**src/rtl/iar_pkg.sv**
```systemverilog
// Shared types and constants for the integer to ASCII radix converter.
package iar_pkg;

   // Number base codes held in the configuration register.
   typedef enum logic [1:0] {
      RADIX_BIN = 2'd0,
      RADIX_OCT = 2'd1,
      RADIX_DEC = 2'd2,
      RADIX_HEX = 2'd3
   } radix_type;

   typedef enum logic [5:0] {
      S_IDLE  = 6'b000001,
      S_MUL   = 6'b000010,
      S_STEP  = 6'b000100,
      S_SIGN  = 6'b001000,
      S_READ  = 6'b010000,
      S_OUT   = 6'b100000
   } state_type;

   typedef struct packed {
      logic load;        // capture a new input beat
      logic mul;         // register the reciprocal product
      logic step;        // produce one digit and replace the value by its quotient
      logic read;        // fetch the next digit, most significant first
      logic show_minus;  // the output shows the minus sign
   } cmd_type;

   typedef struct packed {
      logic is_dec;
      logic negative;
      logic quot_zero;
      logic idx_zero;
   } status_type;

   localparam int         DATA_WIDTH  = 32;
   localparam int         IDX_WIDTH   = 6;
   localparam int         ADDR_WIDTH  = 5;
   localparam int         STORE_DEPTH = 32;
   // ceil(2^35 / 10): the quotient of a 32-bit value by ten is (v * DEC_RECIP) >> 35.
   localparam logic [31:0] DEC_RECIP  = 32'hCCCC_CCCD;
   localparam int         DEC_SHIFT   = 35;
   localparam logic [6:0] CHAR_ZERO   = 7'd48;
   localparam logic [6:0] CHAR_ALPHA  = 7'd55;
   localparam logic [6:0] CHAR_MINUS  = 7'd45;
   localparam logic [3:0] MAX_DEC_DIGIT = 4'd9;

endpackage

```
**src/rtl/integer_to_ascii_radix.sv**
```systemverilog
// Top level of the integer to ASCII radix converter.
//
// Each accepted beat carries one integer, which leaves as a run of ASCII characters, most
// significant digit first, with the last one flagged; a negative signed value is led by
// '-'. The base (2, 8, 10, 16) comes from the csr register and must only change while the
// block is idle. One number is handled at a time: the value is divided down one digit per
// pass into a 32-entry digit memory; for decimal, each digit step follows a registered
// reciprocal multiply. Each character then goes through a registered memory read and then
// onto the output, where it waits out any output stall.
module integer_to_ascii_radix import iar_pkg::*; #(
   parameter int VALUE_WIDTH = 32
) (
   input  logic        clock,
   input  logic        reset,
   input  logic        csr_wr_en,
   input  logic [1:0]  csr_wr_data,
   input  logic        req_valid,
   output logic        req_stall,
   input  logic [31:0] req_value_bits,
   input  logic        req_is_signed,
   output logic        rsp_valid,
   input  logic        rsp_stall,
   output logic [6:0]  rsp_ascii_char,
   output logic        rsp_last_char
);

   cmd_type    cmd;
   status_type status;

   iar_ctrl u_ctrl (
      .clock     (clock),
      .reset     (reset),
      .req_valid (req_valid),
      .req_stall (req_stall),
      .rsp_valid (rsp_valid),
      .rsp_stall (rsp_stall),
      .status    (status),
      .cmd       (cmd)
   );

   iar_datapath #(
      .VALUE_WIDTH (VALUE_WIDTH)
   ) u_datapath (
      .clock          (clock),
      .reset          (reset),
      .csr_wr_en      (csr_wr_en),
      .csr_wr_data    (csr_wr_data),
      .req_value_bits (req_value_bits),
      .req_is_signed  (req_is_signed),
      .cmd            (cmd),
      .status         (status),
      .rsp_ascii_char (rsp_ascii_char),
      .rsp_last_char  (rsp_last_char)
   );

endmodule

```
**src/rtl/iar_ctrl.sv**
```systemverilog
// Sequencer for the integer to ASCII radix converter.
module iar_ctrl import iar_pkg::*; (
   input  logic       clock,
   input  logic       reset,
   input  logic       req_valid,
   output logic       req_stall,
   output logic       rsp_valid,
   input  logic       rsp_stall,
   input  status_type status,
   output cmd_type    cmd
);

   state_type state_ff, state_in;

   always_ff @(posedge clock) begin
      if (reset) begin
         state_ff <= S_IDLE;
      end else begin
         state_ff <= state_in;
      end
   end

   assign req_stall = (state_ff != S_IDLE);
   assign rsp_valid = (state_ff == S_SIGN) || (state_ff == S_OUT);

   always_comb begin
      state_in       = state_ff;
      cmd            = '0;
      cmd.show_minus = (state_ff == S_SIGN);
      case (state_ff)
         S_IDLE: begin
            if (req_valid) begin
               cmd.load = 1'b1;
               state_in = S_MUL;
            end
         end
         S_MUL: begin
            // Power-of-two bases need no product and move straight on.
            if (status.is_dec) begin
               cmd.mul  = 1'b1;
               state_in = S_STEP;
            end else begin
               cmd.step = 1'b1;
               if (status.quot_zero) begin
                  state_in = status.negative ? S_SIGN : S_READ;
               end
            end
         end
         S_STEP: begin
            cmd.step = 1'b1;
            if (status.quot_zero) begin
               state_in = status.negative ? S_SIGN : S_READ;
            end else begin
               state_in = S_MUL;
            end
         end
         S_SIGN: begin
            if (!rsp_stall) begin
               state_in = S_READ;
            end
         end
         S_READ: begin
            cmd.read = 1'b1;
            state_in = S_OUT;
         end
         S_OUT: begin
            if (!rsp_stall) begin
               state_in = status.idx_zero ? S_IDLE : S_READ;
            end
         end
         default: begin
            state_in = S_IDLE;
         end
      endcase
   end

endmodule

```
**src/rtl/iar_datapath.sv**
```systemverilog
// Value register, digit extraction, digit store and output character for the converter.
module iar_datapath import iar_pkg::*; #(
   parameter int VALUE_WIDTH = 32
) (
   input  logic        clock,
   input  logic        reset,
   input  logic        csr_wr_en,
   input  logic [1:0]  csr_wr_data,
   input  logic [31:0] req_value_bits,
   input  logic        req_is_signed,
   input  cmd_type     cmd,
   output status_type  status,
   output logic [6:0]  rsp_ascii_char,
   output logic        rsp_last_char
);

   // Bits of the input word that take part; above 32 the missing bits are zero.
   localparam int SIG_WIDTH = (VALUE_WIDTH < DATA_WIDTH) ? VALUE_WIDTH : DATA_WIDTH;
   localparam logic [DATA_WIDTH-1:0] VALUE_MASK =
      DATA_WIDTH'((64'd1 << SIG_WIDTH) - 64'd1);
   localparam bit SIGN_IN_RANGE = (VALUE_WIDTH <= DATA_WIDTH);

   radix_type              radix_ff;
   logic [DATA_WIDTH-1:0]  rem_ff, rem_in;
   logic                   neg_ff, neg_in;
   logic [2*DATA_WIDTH-1:0] prod_ff;
   logic [IDX_WIDTH-1:0]   idx_ff, idx_in;
   logic [3:0]             rd_ff;
   logic [3:0]             digit_store [STORE_DEPTH];

   logic [DATA_WIDTH-1:0]  masked;
   logic                   sign_bit;
   logic [DATA_WIDTH-1:0]  quot;
   logic [DATA_WIDTH-1:0]  quot_times_ten;
   logic [3:0]             digit;
   logic [IDX_WIDTH-1:0]   idx_dec;
   logic [6:0]             digit_char;

   always_ff @(posedge clock) begin
      if (reset) begin
         radix_ff <= RADIX_DEC;
      end else if (csr_wr_en) begin
         radix_ff <= radix_type'(csr_wr_data);
      end
   end

   assign masked   = req_value_bits & VALUE_MASK;
   assign sign_bit = SIGN_IN_RANGE ? req_value_bits[SIG_WIDTH-1] : 1'b0;
   assign idx_dec  = idx_ff - IDX_WIDTH'(1);
   assign quot_times_ten = (quot << 3) + (quot << 1);

   always_comb begin
      quot  = '0;
      digit = '0;
      case (radix_ff)
         RADIX_BIN: begin
            quot  = rem_ff >> 1;
            digit = {3'b000, rem_ff[0]};
         end
         RADIX_OCT: begin
            quot  = rem_ff >> 3;
            digit = {1'b0, rem_ff[2:0]};
         end
         RADIX_HEX: begin
            quot  = rem_ff >> 4;
            digit = rem_ff[3:0];
         end
         RADIX_DEC: begin
            quot  = DATA_WIDTH'(prod_ff >> DEC_SHIFT);
            digit = 4'(rem_ff - quot_times_ten);
         end
         default: begin
            quot  = '0;
            digit = '0;
         end
      endcase
   end

   always_comb begin
      rem_in = rem_ff;
      neg_in = neg_ff;
      idx_in = idx_ff;
      if (cmd.load) begin
         neg_in = req_is_signed && sign_bit;
         rem_in = neg_in ? ((~masked + DATA_WIDTH'(1)) & VALUE_MASK) : masked;
         idx_in = '0;
      end else if (cmd.step) begin
         rem_in = quot;
         idx_in = idx_ff + IDX_WIDTH'(1);
      end else if (cmd.read) begin
         idx_in = idx_dec;
      end
   end

   always_ff @(posedge clock) begin
      if (reset) begin
         idx_ff <= '0;
         rem_ff <= '0;
      end else begin
         idx_ff <= idx_in;
         rem_ff <= rem_in;
      end
   end

   always_ff @(posedge clock) begin
      neg_ff <= neg_in;
      if (cmd.mul) begin
         prod_ff <= (2*DATA_WIDTH)'(rem_ff) * (2*DATA_WIDTH)'(DEC_RECIP);
      end
   end

   // Digits go in least significant first and come out in reverse order.
   always_ff @(posedge clock) begin
      if (cmd.step) begin
         digit_store[idx_ff[ADDR_WIDTH-1:0]] <= digit;
      end
      if (cmd.read) begin
         rd_ff <= digit_store[idx_dec[ADDR_WIDTH-1:0]];
      end
   end

   assign digit_char = (rd_ff > MAX_DEC_DIGIT) ? (7'(rd_ff) + CHAR_ALPHA)
                                               : (7'(rd_ff) + CHAR_ZERO);

   assign rsp_ascii_char = cmd.show_minus ? CHAR_MINUS : digit_char;
   assign rsp_last_char  = !cmd.show_minus && (idx_ff == '0);

   assign status.is_dec    = (radix_ff == RADIX_DEC);
   assign status.negative  = neg_ff;
   assign status.quot_zero = (quot == '0);
   assign status.idx_zero  = (idx_ff == '0);

endmodule
```
**config.mk**
```make
export PLATFORM = sky130hd
export DESIGN_NAME = integer_to_ascii_radix
export DESIGN_NICKNAME = d
export VERILOG_FILES = /design/src/rtl/iar_pkg.sv /design/src/rtl/integer_to_ascii_radix.sv /design/src/rtl/iar_ctrl.sv /design/src/rtl/iar_datapath.sv
export SDC_FILE = /design/constraint.sdc
export NUM_CORES = 2
export LEC_CHECK = 0
export ABC_AREA = 1
export BUFFER_PORTS_ARGS = -buffer_cell sky130_fd_sc_hd__buf_2
export CORE_MARGIN = 10
export CORE_UTILIZATION = 45
export CTS_CLUSTER_DIAMETER = 120
export CTS_CLUSTER_SIZE = 20
export DETAILED_ROUTE_END_ITERATION = 7
export PLACE_DENSITY = 0.58
export SYNTH_ARGS = -nofsm -noshare
export SYNTH_HDL_FRONTEND = slang
export SYNTH_SLANG_ARGS = --single-unit
```
**constraint.sdc**
```tcl
create_clock -name clock -period 6.93 [get_ports clock]
set_clock_uncertainty 0.2 [all_clocks]
set_input_delay 0.3465 -clock clock [delete_from_list [all_inputs] [get_ports clock]]
set_output_delay 0.3465 -clock clock [all_outputs]
set_load 0.01 [all_outputs]
```
### Word level (Yosys, flattened, before mapping)

Memory sizes are Yosys's and may differ from the RTL's. A register that Yosys moved wholly into a read port is not among the register bits.
Index checks and enable logic that the tools add are counted.

* register bits: 111
* bits in writable memories: 128
* output and inout bits: 10
* word-level logic and storage cells: 69
* memories: 1

* $add $sub $neg: 7
* multiply operators: 1
* $lt $le $gt $ge: 1
* equal/unequal tests: 14
* mux-type cells: 27
* bitwise operators: 1
* reduce and logical (&&, ||, !) cells: 11

Memories
* u_datapath.digit_store: depth 32, bits a word 4, read ports 1, clocked after memory_dff 1, wr ports 1, RTL line iar_datapath.sv:29 `logic [3:0] digit_store [STORE_DEPTH];`

Operators by type and width (count)
* one-hot mux 32 bit (4 select lines): 1
* two-way mux 32 bit: 3
* multiplier 32 x 32 -> 64 bit, second input constant: 1
* two-way mux 6 bit: 8
* one-hot mux 6 bit (6 select lines): 1
* adder 32 x 1 -> 32 bit, second input constant: 1
* logical NOT 32 bit: 1
* NOT 32 bit: 1
* one-hot mux 4 bit (4 select lines): 1
* adder 4 x 6 -> 7 bit, second input constant: 2
* two-way mux 7 bit: 2
* two-way mux 5 bit: 2
* two-way mux 1 bit: 8
* adder 6 x 1 -> 6 bit, second input constant: 1
* equality test 6 x 1 -> 1 bit, second input constant: 1
* equality test 6 x 2 -> 1 bit, second input constant: 1
* equality test 6 x 3 -> 1 bit, second input constant: 1
* equality test 6 x 4 -> 1 bit, second input constant: 1
* equality test 6 x 5 -> 1 bit, second input constant: 1
* equality test 6 bit, second input constant: 1
* logical NOT 6 bit: 1
* != test 2 bit, second input constant: 3
* != test 6 x 1 -> 1 bit, second input constant: 1
* subtractor 6 x 1 -> 6 bit, second input constant: 1
* other kinds (14): 17

### Longest topological paths before layout

* depth after elaboration: 6
* depth in mapped cells: 30

### Hierarchy

Synthesis repeated with hierarchy kept, for this count alone.

* cells, all modules: 3574
* area, all modules: 29396.9 um^2

Modules (own cells, without submodules)
* iar_datapath: instances 1, cells each 3494, area an instance 28915.2 um^2, sequential area each 5665.4 um^2
* iar_ctrl: instances 1, cells each 80, area an instance 481.7 um^2, sequential area each 120.1 um^2

### Least setup slack after synthesis

Ideal clock, no wire load.

* path kind: reg-to-reg
* start: reg u_datapath.rem_ff[18]
* end: reg u_datapath.prod_ff[60] (data pin)
* library setup time: 0.252 ns
* arrival: 5.838 ns
* data required time: 6.478 ns
* slack: 0.640 ns
* cell stages (with the launch flop): 24
* path buffers: 0
* period minus slack after synthesis: 6.290 ns
* cells stage by stage: dfxtp_1 > ha_1 > inv_1 > fa_1 > inv_1 > fa_1 > inv_1 > fa_1 > inv_1 > fa_1 > fa_1 > fa_1 > inv_1 > fa_1 > inv_1 > ha_1 > a21o_1 > a31o_2 > a21oi_1 > o21ai_0 > a21oi_1 > nand2_1 > nand2_1 > nand2_1

* longest elaborated chain between the ends: 1

RTL lines
* from (decl): RTL line iar_datapath.sv:24 `logic [DATA_WIDTH-1:0] rem_ff, rem_in;`
* from (signal assigned): RTL line iar_datapath.sv:101 `rem_ff <= rem_in;`
* multiplier 32 x 32 -> 64 bit: RTL line iar_datapath.sv:108 `prod_ff <= (2*DATA_WIDTH)'(rem_ff) * (2*DATA_WIDTH)'(DEC_RECIP);`
* to (signal assigned): RTL line iar_datapath.sv:108
* to (decl): RTL line iar_datapath.sv:26 `logic [2*DATA_WIDTH-1:0] prod_ff;`

Every way passes these cells.
A chain may end at the register's enable or synchronous reset.

### Final worst setup path

* start: reg u_datapath.rem_ff[14]
* end: reg u_datapath.prod_ff[63] (data pin)

The elaborated chain is that of the path after synthesis.

==> metrics.md <==
| Metric | Value |
|---|---|
| Status | complete, no violations |
| GR Util met2 | 42.8% |
| Drt first pass iters | 8 |
| Clock Root Buffer | clkbuf_16 |
| Ys async rst share | 0% |
| PortBufs | a little under 50 |
| Unique masters post-synth | 48 |
| Critical path fanouts, max | 5 |
| Reg area | slightly below 6000 um2 |
| Final setup violation count | 0 |
| Final period util | 97.1% |
| Minimum clock period | 6730 ps |
| Via density | roughly 5.5 |
| Largest net degree at the start of global routing | 69 |
| Fin. Hold Viols | 0 |
| Post-synthesis sequential area ratio | about 20% |
| Clock Latency Late Sink | ~560 ps |
| Global route overflow | 0 |
| Multi-input gate area | 19,900 um2 |
| WL final | 101,000 um |
| Critical path endpoint category | flop |
| Clock buffer depth | 3 |
| Mapped cell area | 28,700 um2 |
| Hold Slack | 45.4 ps |
| Worst-margin pin slew | about 1100 ps |
| Hold Crit Class | in -> reg |
| Routed len/inst | 23.1 um |
| Critical path's top delay family | adder cells |
| Share of cells above drive strength 1 | between 10% and 20% |
| Mapped Cells | ~3,300 |
| Fin util | just over 50% |
| Number of synthesized flops with an enable pin | 162 |
| Initial antenna violation count | 5 |
| GP Congestion | 1.04 |
| Grt met1 use | a little under two fifths |
| Synth top cells by count | inv_1 (790), fa_1 (386), nand2_1 (385), ha_1 (358), nor2_1 (324) |
| Most common cell in the netlist | inv_1 |
| Final slew viol count | 0 |
| Routing usage on met3 | 6.10% |
| I/O pins | 50 |
| DR vias | approximately 24,000 |
| Layout area overhead | 12.1% |
| Most used cell, CP | fa_1 |
| CP required | 7050 ps |
| Reg clk slew, reported paths | 100 ps |
| Maximum operating frequency | around 0.15 GHz |
| Htree depth | 1 |
| First-pass GRT wire length | 154,000 um |
| Largest stage delay on the critical path | 560 ps |
| Die outline height | 273 um |
| Avg Synthesized Cell Area | 8.66 um2 |
| DR iter-0 viols | approximately 2,500 |
| Core Footprint | 63,100 um2 |
| Number of fill cells in the layout | 6,061 |
| Starting Density | 45.5% |
| Primary FF master, synth | edfxtp_1 |
| Area leader, netlist | fa_1 |
| Busiest metal layer after global routing | met2 |
| Ant. Diodes | 0 |
| HPWL after detailed placement | 86,800 um |
| Syn Nets | 4,096 |
| DIE WIDTH | ~270 um |
| CTS Buf Count | 16 |
| Die Area | 74,300 um2 |
| Clock sinks | 208 |
| Slowest cell on crit path | fa_1 |
| Residual DRC | 0 |
| CTS tree | built |
| Setup Crit Path Kind | reg -> reg |
| MaxCap Viol Count | 0 |
| Synth Register Bits | 208 |
| GR Util All Layers | 27.3% |
| # rows | slightly above 90 |
| Rel. slew slack | 23.7% |
| DRT antenna net count | 0 |
| Top cell type's share of synthesized area | 26.9% |
| YS warnings | 0 |
| Vias in the first global route | 24,700 |
| Largest cells by area after synthesis | fa_1 (27%), edfxtp_1 (17%), ha_1 (16%), inv_1 (10%), nand2_1 (5.0%) |
| Startpoint Class | flop |
| Net count, final | 4,314 |
| Worst path cell trace | ha_2 -> inv_1 -> fa_1 -> inv_1 -> fa_1 -> inv_1 -> fa_1 -> inv_1 -> fa_1 -> fa_1 -> fa_1 -> fa_1 -> ha_1 -> nand2_1 -> nor2_2 -> inv_1 -> nor2_1 -> inv_1 -> nor2_1 -> a21o_1 -> buf_4 -> nand3_1 -> nand3_1 -> nand2_1 |
| Setup_tns | 0 ps |
| Critical path arrival | between 6000 and 7000 ps |
| Worst Path Buf+Inv | 7 |
final timing paths:
path                         startpoint  slack (ps)                      to  cells past startpoint
hold reg to reg    u_datapath.idx_ff[1]         330    u_datapath.idx_ff[1]                      2
setup reg to reg  u_datapath.rem_ff[14]         200  u_datapath.prod_ff[63]                     24
setup / recovery  u_datapath.rem_ff[14]         200  u_datapath.prod_ff[63]                     24
hold / removal        req_value_bits[9]          50    u_datapath.rem_ff[9]                      5
routing by layer:
layer  wire length [um]  up-vias
li1                   -    11000
met4               2890        6
met3              10000      147
met2              45000     1037
met5                 35        -
met1              43400    11800
state kept, by name (all words and copies together), names as in the netlist:
register	flops
u_datapath.prod_ff	29
u_datapath.idx_ff	6
u_datapath.neg_ff	1
u_datapath.radix_ff	2
u_datapath.digit_store	128
u_datapath.rd_ff	4
u_datapath.rem_ff	32
u_ctrl.state_ff	6
cells in the final DEF (no fill, tap or decap), types with 5 or more instances in the layout:
master	instances
inv_1	790
fa_1	386
nand2_1	382
ha_1	349
nor2_1	315
buf_4	200
nand3_1	181
edfxtp_1	162
a21oi_1	136
o21ai_0	122
xor2_1	57
buf_2	49
nand4_1	44
dfxtp_1	28
o32ai_1	22
o21bai_1	21
a21o_1	19
nor3_1	18
a31oi_1	17
a22oi_1	17
clkbuf_16	17
dfxtp_2	16
xnor2_1	15
dlygate4sd3_1	15
o211ai_1	13
o221ai_1	13
o21ai_1	12
nor2_2	11
mux2i_1	10
o22ai_1	9
or2_2	8
nand2_2	7
ha_2	6
inv_2	5
a21oi_2	5
nor4_1	5
clkbuf_1	5
tightest hold or removal path: cells and delay by family:
kind,cells,cell delay [ps]
AND/OR/NAND/NOR,3,200
buffers and inverters,1,110
XOR/XNOR,1,80
cell type report:
class	instances	share of cell area (%)
multi-input cells	2244	61.8
flip-flops and latches	208	18.1
inverters	796	9.29
repair buffers	264	5.90
well taps	846	3.29
clock buffers	22	1.38
clock inverters	6	0.276
what timing repair did:
item,in CTS,in global routing
pin swaps,0,6
hold buffers,15,0
endpoints found under the hold margin,13,0
gates cloned,0,0
endpoints found under the setup margin,10,28
resized for setup,4,63
setup buffers,0,1
logic make-up after synthesis:
family	Yosys count	share of synthesized area (%)
AO/OA/AOI/OAI	432	8.93
XOR/XNOR	73	2.23
adder cells (fa/ha/maj)	744	42.5
buffers and inverters	860	11.3
flip-flops	208	20.2
multiplexers	10	0.349
AND/OR/NAND/NOR	985	14.5
stage by stage:
stage / instance area (um2) / instances / setup WS [ps]
after global placement: 31300 / 4342 / -38.6
final: 32200 / 4386 / 202
after CTS: 32000 / 4385 / 44.2
after global routing: 32200 / 4386 / -14.4
after detailed placement: 31300 / 4342 / -80.7
after floorplan: 28700 / 3312 / 640
Power is not shown: default switching activity piles up to over one toggle a cycle in this logic, so the estimate is an artifact.
